**src/dbrb_pkg.sv**
```systemverilog
// Package for the double-bank overwrite ring buffer.
// Sizes, action codes, memory request type and pointer helper.
// No dependencies.
package dbrb_pkg;

  localparam int unsigned DEPTH       = 16;
  localparam int unsigned DATA_W      = 32;
  localparam int unsigned ADDR_W      = (DEPTH > 1) ? $clog2(DEPTH) : 1;
  localparam int unsigned CNT_W       = $clog2(DEPTH + 1);
  localparam int unsigned BANK_ADDR_W = ADDR_W + 1;
  localparam int unsigned MEM_WORDS   = 2 ** BANK_ADDR_W;

  typedef enum logic [2:0] {
    ACT_PUSH  = 3'd0,
    ACT_POP   = 3'd1,
    ACT_PEEK  = 3'd2,
    ACT_SWAP  = 3'd3,
    ACT_CLEAR = 3'd4,
    ACT_COPY  = 3'd5
  } action_e;

  // one write port and one read port; address is {bank, index}, bank 0 = first bank
  typedef struct packed {
    logic                   we;
    logic [BANK_ADDR_W-1:0] waddr;
    logic [DATA_W-1:0]      wdata;
    logic                   re;
    logic [BANK_ADDR_W-1:0] raddr;
  } mem_req_t;

  function automatic logic [ADDR_W-1:0] next_idx(input logic [ADDR_W-1:0] idx);
    logic [ADDR_W-1:0] nxt;
    nxt = (idx == ADDR_W'(DEPTH - 1)) ? '0 : idx + ADDR_W'(1);
    return nxt;
  endfunction

endpackage

```
**src/dbrb_mem.sv**
```systemverilog
// Storage for both banks: one write and one registered read port.
// Per-word valid bits make unwritten words read as zero after reset.
// Depends on dbrb_pkg.
module dbrb_mem (
  input  logic                      clk_i,
  input  logic                      rst_ni,
  input  dbrb_pkg::mem_req_t        req_i,
  output logic [dbrb_pkg::DATA_W-1:0] rdata_o
);

  logic [dbrb_pkg::DATA_W-1:0]    mem_q [dbrb_pkg::MEM_WORDS];
  logic [dbrb_pkg::MEM_WORDS-1:0] valid_q;
  logic [dbrb_pkg::DATA_W-1:0]    rdata_q;

  always_ff @(posedge clk_i) begin
    if (req_i.we) begin
      mem_q[req_i.waddr] <= req_i.wdata;
    end
    if (req_i.re) begin
      rdata_q <= valid_q[req_i.raddr] ? mem_q[req_i.raddr] : '0;
    end
  end

  always_ff @(posedge clk_i or negedge rst_ni) begin
    if (!rst_ni) begin
      valid_q <= '0;
    end else if (req_i.we) begin
      valid_q[req_i.waddr] <= 1'b1;
    end
  end

  assign rdata_o = rdata_q;

endmodule

```
**src/double_bank_overwrite_ring_buffer_core.sv**
```systemverilog
// Double-bank ring buffer that overwrites its oldest word when full.
// Top level; depends on dbrb_pkg and dbrb_mem.
//
// Usage
//   Slave side: one request per beat. s_axis_tuser_i carries the action
//   (push, pop, peek, swap banks, clear, copy inactive bank into active),
//   s_axis_tdata_i the word for a push. Every request gives one response
//   on the master side with read data, success flag, fill count,
//   empty/full and which bank is active.
// Flow
//   Push, swap, clear, undefined actions and failed pop/peek finish in the
//   accept cycle; the response goes into the one-entry stage and then the
//   output register, and ready stays low while the stage is full.
//   Successful pop/peek first wait in ST_READ for the registered memory read.
//   Copy walks the shared memory port once, reading word n of the inactive
//   bank while writing word n-1 of the active bank, one word per cycle.
//   No request is taken until the last response has left the stage.
// Back-pressure
//   A finished response waits in a one-entry stage and then the output
//   register; a new request is taken while the output is stalled as long
//   as the stage is free.
// Reset
//   Asynchronous, active low: empty ring, first bank active, both banks
//   read as zero until written (valid bits). No clearing pass.
module double_bank_overwrite_ring_buffer_core (
  input  logic        clk_i,
  input  logic        rst_ni,
  input  logic        s_axis_tvalid_i,
  output logic        s_axis_tready_o,
  input  logic [31:0] s_axis_tdata_i,  // [31:0] push_data
  input  logic [2:0]  s_axis_tuser_i,  // [2:0] action
  output logic        m_axis_tvalid_o,
  input  logic        m_axis_tready_i,
  output logic [47:0] m_axis_tdata_o   // [31:0] read_data, [32] ok, [37:33] fill_count,
                                       // [38] is_empty, [39] is_full, [40] primary_active
);

  localparam int unsigned AW = dbrb_pkg::ADDR_W;
  localparam int unsigned CW = dbrb_pkg::CNT_W;

  typedef enum logic [1:0] {
    ST_IDLE,
    ST_READ,
    ST_COPY
  } state_e;

  typedef struct packed {
    logic [31:0] read_data;
    logic        ok;
    logic [4:0]  fill_count;
    logic        is_empty;
    logic        is_full;
    logic        primary_active;
  } result_t;

  state_e              state_q, state_d;
  logic [AW-1:0]       rptr_q, rptr_d;
  logic [AW-1:0]       wptr_q, wptr_d;
  logic [CW-1:0]       ent_q, ent_d;
  logic                prim_q, prim_d;     // 1: first bank active
  logic [CW-1:0]       cnt_q, cnt_d;       // copy sweep position
  logic                pend_valid_q, pend_valid_d;
  result_t             pend_q, pend_d;
  logic                out_valid_q, out_valid_d;
  result_t             out_q;

  dbrb_pkg::mem_req_t          mem_req;
  logic [dbrb_pkg::DATA_W-1:0] mem_rdata;

  logic in_acc;
  logic out_load;

  assign s_axis_tready_o = (state_q == ST_IDLE) && !pend_valid_q;
  assign in_acc          = s_axis_tvalid_i && s_axis_tready_o;
  assign out_load        = pend_valid_q && (!out_valid_q || m_axis_tready_i);

  dbrb_mem u_mem (
    .clk_i   (clk_i),
    .rst_ni  (rst_ni),
    .req_i   (mem_req),
    .rdata_o (mem_rdata)
  );

  always_comb begin
    state_d      = state_q;
    rptr_d       = rptr_q;
    wptr_d       = wptr_q;
    ent_d        = ent_q;
    prim_d       = prim_q;
    cnt_d        = cnt_q;
    pend_valid_d = pend_valid_q;
    pend_d       = pend_q;
    mem_req      = '0;

    if (out_load) begin
      pend_valid_d = 1'b0;
    end

    unique case (state_q)
      ST_IDLE: begin
        if (in_acc) begin
          pend_d.read_data = '0;
          pend_d.ok        = 1'b0;
          pend_valid_d     = 1'b1;
          unique case (s_axis_tuser_i)
            dbrb_pkg::ACT_PUSH: begin
              mem_req.we    = 1'b1;
              mem_req.waddr = {~prim_q, wptr_q};
              mem_req.wdata = dbrb_pkg::DATA_W'(s_axis_tdata_i);
              wptr_d        = dbrb_pkg::next_idx(wptr_q);
              if (ent_q == CW'(dbrb_pkg::DEPTH)) begin
                rptr_d = dbrb_pkg::next_idx(rptr_q);   // overwrite oldest
              end else begin
                ent_d = ent_q + CW'(1);
              end
              pend_d.ok = 1'b1;
            end
            dbrb_pkg::ACT_POP: begin
              if (ent_q != '0) begin
                mem_req.re    = 1'b1;
                mem_req.raddr = {~prim_q, rptr_q};
                rptr_d        = dbrb_pkg::next_idx(rptr_q);
                ent_d         = ent_q - CW'(1);
                pend_d.ok     = 1'b1;
                pend_valid_d  = 1'b0;
                state_d       = ST_READ;
              end
            end
            dbrb_pkg::ACT_PEEK: begin
              if (ent_q != '0) begin
                mem_req.re    = 1'b1;
                mem_req.raddr = {~prim_q, rptr_q};
                pend_d.ok     = 1'b1;
                pend_valid_d  = 1'b0;
                state_d       = ST_READ;
              end
            end
            dbrb_pkg::ACT_SWAP: begin
              prim_d    = ~prim_q;
              rptr_d    = '0;
              wptr_d    = '0;
              ent_d     = '0;
              pend_d.ok = 1'b1;
            end
            dbrb_pkg::ACT_CLEAR: begin
              rptr_d    = '0;
              wptr_d    = '0;
              ent_d     = '0;
              pend_d.ok = 1'b1;
            end
            dbrb_pkg::ACT_COPY: begin
              cnt_d        = '0;
              pend_d.ok    = 1'b1;
              pend_valid_d = 1'b0;
              state_d      = ST_COPY;
            end
            default: begin
              // undefined action: no change, ok low
            end
          endcase
          pend_d.fill_count     = 5'(ent_d);
          pend_d.is_empty       = (ent_d == '0);
          pend_d.is_full        = (ent_d == CW'(dbrb_pkg::DEPTH));
          pend_d.primary_active = prim_d;
        end
      end
      ST_READ: begin
        pend_d.read_data = 32'(mem_rdata);
        pend_valid_d     = 1'b1;
        state_d          = ST_IDLE;
      end
      ST_COPY: begin
        // read inactive[n] while writing active[n-1] with last read word
        if (cnt_q < CW'(dbrb_pkg::DEPTH)) begin
          mem_req.re    = 1'b1;
          mem_req.raddr = {prim_q, AW'(cnt_q)};
        end
        if (cnt_q != '0) begin
          mem_req.we    = 1'b1;
          mem_req.waddr = {~prim_q, AW'(cnt_q - CW'(1))};
          mem_req.wdata = mem_rdata;
        end
        if (cnt_q == CW'(dbrb_pkg::DEPTH)) begin
          pend_valid_d = 1'b1;
          state_d      = ST_IDLE;
        end else begin
          cnt_d = cnt_q + CW'(1);
        end
      end
      default: begin
        state_d = ST_IDLE;
      end
    endcase
  end

  always_comb begin
    out_valid_d = out_valid_q;
    if (out_load) begin
      out_valid_d = 1'b1;
    end else if (m_axis_tready_i) begin
      out_valid_d = 1'b0;
    end
  end

  always_ff @(posedge clk_i or negedge rst_ni) begin
    if (!rst_ni) begin
      state_q      <= ST_IDLE;
      rptr_q       <= '0;
      wptr_q       <= '0;
      ent_q        <= '0;
      prim_q       <= 1'b1;
      cnt_q        <= '0;
      pend_valid_q <= 1'b0;
      out_valid_q  <= 1'b0;
    end else begin
      state_q      <= state_d;
      rptr_q       <= rptr_d;
      wptr_q       <= wptr_d;
      ent_q        <= ent_d;
      prim_q       <= prim_d;
      cnt_q        <= cnt_d;
      pend_valid_q <= pend_valid_d;
      out_valid_q  <= out_valid_d;
    end
  end

  always_ff @(posedge clk_i) begin
    pend_q <= pend_d;
    if (out_load) begin
      out_q <= pend_q;
    end
  end

  assign m_axis_tvalid_o = out_valid_q;
  assign m_axis_tdata_o  = {7'b0, out_q.primary_active, out_q.is_full, out_q.is_empty,
                            out_q.fill_count, out_q.ok, out_q.read_data};

`ifndef SYNTHESIS
  a_fill_in_range: assert property (@(posedge clk_i) disable iff (!rst_ni)
    ent_q <= CW'(dbrb_pkg::DEPTH))
    else $error("fill count above depth");

  a_busy_no_pending: assert property (@(posedge clk_i) disable iff (!rst_ni)
    (state_q != ST_IDLE) |-> !pend_valid_q)
    else $error("response staged while an action is still running");

  a_copy_ends: assert property (@(posedge clk_i) disable iff (!rst_ni)
    (state_q == ST_COPY && cnt_q == CW'(dbrb_pkg::DEPTH)) |=>
      (state_q == ST_IDLE && pend_valid_q))
    else $error("copy sweep did not finish with a response");
`endif

endmodule

```
**config.mk**
```make
export PLATFORM = sky130hd
export DESIGN_NAME = double_bank_overwrite_ring_buffer_core
export DESIGN_NICKNAME = d
export VERILOG_FILES = /design/src/dbrb_pkg.sv /design/src/dbrb_mem.sv /design/src/double_bank_overwrite_ring_buffer_core.sv
export SDC_FILE = /design/constraint.sdc
export NUM_CORES = 1
export LEC_CHECK = 0
export BUFFER_PORTS_ARGS = -buffer_cell sky130_fd_sc_hd__buf_2
export CORE_UTILIZATION = 55
export DETAILED_ROUTE_END_ITERATION = 8
export GPL_ROUTABILITY_DRIVEN = 0
export PLACE_DENSITY = 0.77
export RECOVER_POWER = 100
export SLEW_MARGIN = 20
export SYNTH_ARGS = -nofsm -noshare
export SYNTH_HDL_FRONTEND = slang
export SYNTH_SLANG_ARGS = --single-unit
```
**constraint.sdc**
```tcl
create_clock -name clk_i -period 13.2 [get_ports clk_i]
set_clock_uncertainty 0.2 [all_clocks]
set_input_delay 3.3 -clock clk_i [delete_from_list [all_inputs] [get_ports clk_i]]
set_output_delay 3.3 -clock clk_i [all_outputs]
set_load 0.03 [all_outputs]
```
==> results <==
- After clock tree synthesis, the setup repair step added 0 buffers.
- The share of synthesized area in the top cell type comes to 0.716.
- The H-tree was split into 3 levels.
- Dividing total power by cell area gives a power density of 226 mW/mm².
- Yosys mapped a number of flops with a built-in enable equal to 1138.
- The detailed router finished its first iteration with 3999 violations.
- The final reports fail on capacitance limit, slew limit.
- The utilization after layout is 0.619.
- After detailed routing, the total wire length is 128 mm.
- The startpoint identified for the worst hold timing path is pend_q[24].
- The net count of the finished layout is 3191.
- Fill cells in the final layout number 5908.
- The TritonCTS clock tree is done.
- Summed over all failing endpoints, the final setup total negative slack is 0 ns.
- The fraction of the cycle the final worst path needs is 0.794.
- The worst min-delay path endpoint is m_axis_tdata_o[15].
- At the pin with the least slew margin, the transition time is 3.84 ns.
- The worst setup timing slack at the placement stage is 5.16 ns.
- The number of clock buffers added by TritonCTS is 108.
- The largest vdd supply drop is 0.135 mV.
- The arrival time at the worst endpoint is 10.47 ns.
- The repair_antennas step left the layout with diodes totalling 0.
- Measured along the x axis, the die boundary spans 297 µm.
- The final-report max-slew violation count is 835.
- The hold path depth is 0.
- The final critical delay including setup and external delays is 10.48 ns.
- The type of destination of the critical path is a flip-flop.
- The largest net degree at the start of global routing is 176.
- The worst register-to-register path ends at u_mem.mem_q[16][4].
- The number of synthesized register bits is 1193.
- The post-cts resize count is 0.
- Clock-pin slew was measured on the worst setup and hold paths at 0.06 ns.
- The count of nets left with antenna violations once routing finished came out at 0.
- The cell accounting for the most synthesized area is sky130_fd_sc_hd__edfxtp_1.
- 89 I/O pins were placed.
- The initial antenna violation count is 2.
- The critical setup path kind is input port to flip-flop.
- For this run, asynchronously set or reset flops after synthesis account for 0.0461.
- The number of global-route vias before repair is 28200.
- Counting every sink on the clock net gives 1193.
- Yosys attributes the largest share of cell area to sky130_fd_sc_hd__edfxtp_1 (72%), sky130_fd_sc_hd__mux2i_1 (5.2%), sky130_fd_sc_hd__nand2_1 (4.4%), sky130_fd_sc_hd__dfrtp_1 (2.8%), sky130_fd_sc_hd__a221o_1 (1.9%).
- For this run, the leading register cell type out of synthesis is sky130_fd_sc_hd__edfxtp_1.
- The library cells used most frequently in the layout, excluding fill and tap cells, are sky130_fd_sc_hd__edfxtp_1 (1138), sky130_fd_sc_hd__nand2_1 (553), sky130_fd_sc_hd__mux2i_1 (250), sky130_fd_sc_hd__clkbuf_16 (111), sky130_fd_sc_hd__and3_1 (107).
- For flop-to-flop paths, the worst setup slack is 4.81 ns.
- The post-synthesis instance area is 0.0477 mm².
- The wire length per cell after detailed routing is 29.1 µm.
- The quantity of I/O buffers inserted on ports is 81.
- After synthesis, the mean cell area works out to 15.5 µm².
- The count of endpoints failing hold in the final timing report was 0.
- Of the cells placed in the final design, the portion with a size suffix greater than 1 is 0.110.
- The worst endpoint required time is 13.19 ns.
- The most frequent standard cell in the layout excluding fill and tap cells is sky130_fd_sc_hd__edfxtp_1.
- The maximum fanout along the worst path is 42.
- The min-delay analysis places its worst path in the category flip-flop to flip-flop.
- The cell count after synthesis is 3085.
- The number of cells on the worst reg-to-reg path is 8.
- The cts-stage hold buffer count is 0.
- In this run the critical register-to-register path is launched from state_q[1].
- CTS placed an instance of sky130_fd_sc_hd__clkbuf_16 at the clock tree root.
- The later pin in the worst-skew pair is clocked with a latency of 0.68 ns.
- The total congestion overflow is 0.
- The sort of element at the start of the critical path is an input port.
- The HPWL after detailed placement is 64.5 mm.
- The area of the core region is 0.0855 mm².
- The wire length of the first global-routing pass is 183 mm.
- The flow ran to the end, but the final reports show violations.
- Static timing analysis puts the maximum clock frequency at 95.4 MHz.
- For this run, the register share of the synthesized area comes to 0.745.
- The starting density of the core is 0.558.
- The reported max-cap violation count is 30.
- The aggregate global-route resource usage is 0.288.
- After layout, the worst setup slack is 2.72 ns.
- The maximum clock path buffer count is 3.
- The number of remaining DRC errors is 0.
- The floorplan step defined a die boundary enclosing 0.0880 mm².
- The static power due to leakage is 18.8 nW.
- The floorplan has 107 rows.
- The number of library cell types mapped by synthesis is 73.
- The area growth from synthesis to layout is 10.9%.
- The final count of negative-setup-slack endpoints is 0.
- The mean number of vias per cell is 6.62.
- Setup repair after global routing left no endpoint under its margin.
- The length of the first detailed-routing pass in iterations is 6.
- The vias after detailed routing is 29000.
- The die is 297 µm tall.
- The warning count from the yosys run is 0.
- Measured against its own limit, the worst slew margin works out to -1.56.
area by class of cell:
class / instances / area, µm² / share of cell area
clock inverter: 72 / 917 / 0.0173
tap: 1144 / 1430 / 0.0270
multi-input combinational: 1675 / 11300 / 0.214
timing repair buffer: 152 / 816 / 0.0154
sequential: 1193 / 35600 / 0.672
inverter: 14 / 52.6 / 0.000993
clock buffer: 127 / 2850 / 0.0538
cells by family after synthesis:
logic type / Yosys count / share of synthesized area
buffers and inverters: 223 / 0.0228
AOI/OAI and AO/OA: 478 / 0.0826
and+or+nand+nor: 898 / 0.0873
muxes: 276 / 0.0590
DFF: 1193 / 0.745
adders and majority gates: 8 / 0.00210
other: 1 / 0.0000785
xor gates and xnor gates: 8 / 0.00162
power by group:
group          switching (W)  internal (W)  total [W]  leakage (nW)
sequential          0.000212       0.00505    0.00526          11.2
combinational        0.00237       0.00104    0.00341          5.77
clock                0.00137       0.00194    0.00330          1.80
registers in the layout, summed over array words and instances (netlist names):
signal           cells
wptr_q               4
u_mem.mem_q       1024
state_q              2
pend_valid_q         1
m_axis_tdata_o      41
pend_q              41
cnt_q                5
m_axis_tvalid_o      1
u_mem.valid_q       32
ent_q                5
prim_q               1
rptr_q               4
u_mem.rdata_o       32
how the worst max path moves through the flow:
stage | startpoint | end | slack [ns]
final | s_axis_tvalid_i | u_mem.mem_q[16][4] | 2.72
after global routing | s_axis_tvalid_i | u_mem.mem_q[16][9] | 2.73
after CTS | s_axis_tvalid_i | u_mem.rdata_o[27] | 5.84
after detailed placement | s_axis_tvalid_i | u_mem.rdata_o[19] | 5.16
after global placement | s_axis_tvalid_i | u_mem.rdata_o[20] | 5.27
after floorplan | s_axis_tvalid_i | u_mem.mem_q[24][0] | 6.08
stage by stage:
stage	hold slack (ns)	std cells	total power [W]	instance area [µm²]
after global placement	0.204	4177	0.00854	49500
after global routing	0.229	4377	0.0123	52900
after CTS	0.219	4376	0.0120	53200
final	0.219	4377	0.0120	52900
after floorplan	0.200	3091	0.00757	47800
after detailed placement	0.205	4177	0.00869	49500
synthesized netlist by cell type, drive strengths merged (10+ instances only):
library cell  instances
a211oi               16
a21oi                63
a221o                92
a22o                 59
a311oi               55
a31oi                30
a32oi                62
and2                 33
and3                107
buf                 105
clkbuf              104
dfrtp                54
edfxtp             1138
inv                  13
mux2                 24
mux2i               250
nand2               554
nand2b               10
nand3                19
nor2                 66
nor3                 29
nor4                 35
o21ai                27
o21bai               18
o32ai                21
or2                  17
routing by layer:
metal / part of all wire / vias to the layer above / track usage
met5: 0.00012 / - / 0
met4: 0.056 / 2 / 0.149
met3: 0.12 / 441 / 0.0535
met2: 0.47 / 2081 / 0.468
met1: 0.35 / 14400 / 0.373
li1: - / 12100 / -
critical path: stages:
cell	delay (ns)
sky130_fd_sc_hd__buf_2	0.08
sky130_fd_sc_hd__or4b_1	0.80
sky130_fd_sc_hd__nor2_4	0.20
sky130_fd_sc_hd__clkbuf_1	2.22
sky130_fd_sc_hd__o21ai_0	0.52
sky130_fd_sc_hd__nor2_1	0.29
sky130_fd_sc_hd__nand2_1	0.30
sky130_fd_sc_hd__nor2_4	0.15
sky130_fd_sc_hd__clkbuf_1	2.55
Power figures use the tool's default switching activity.
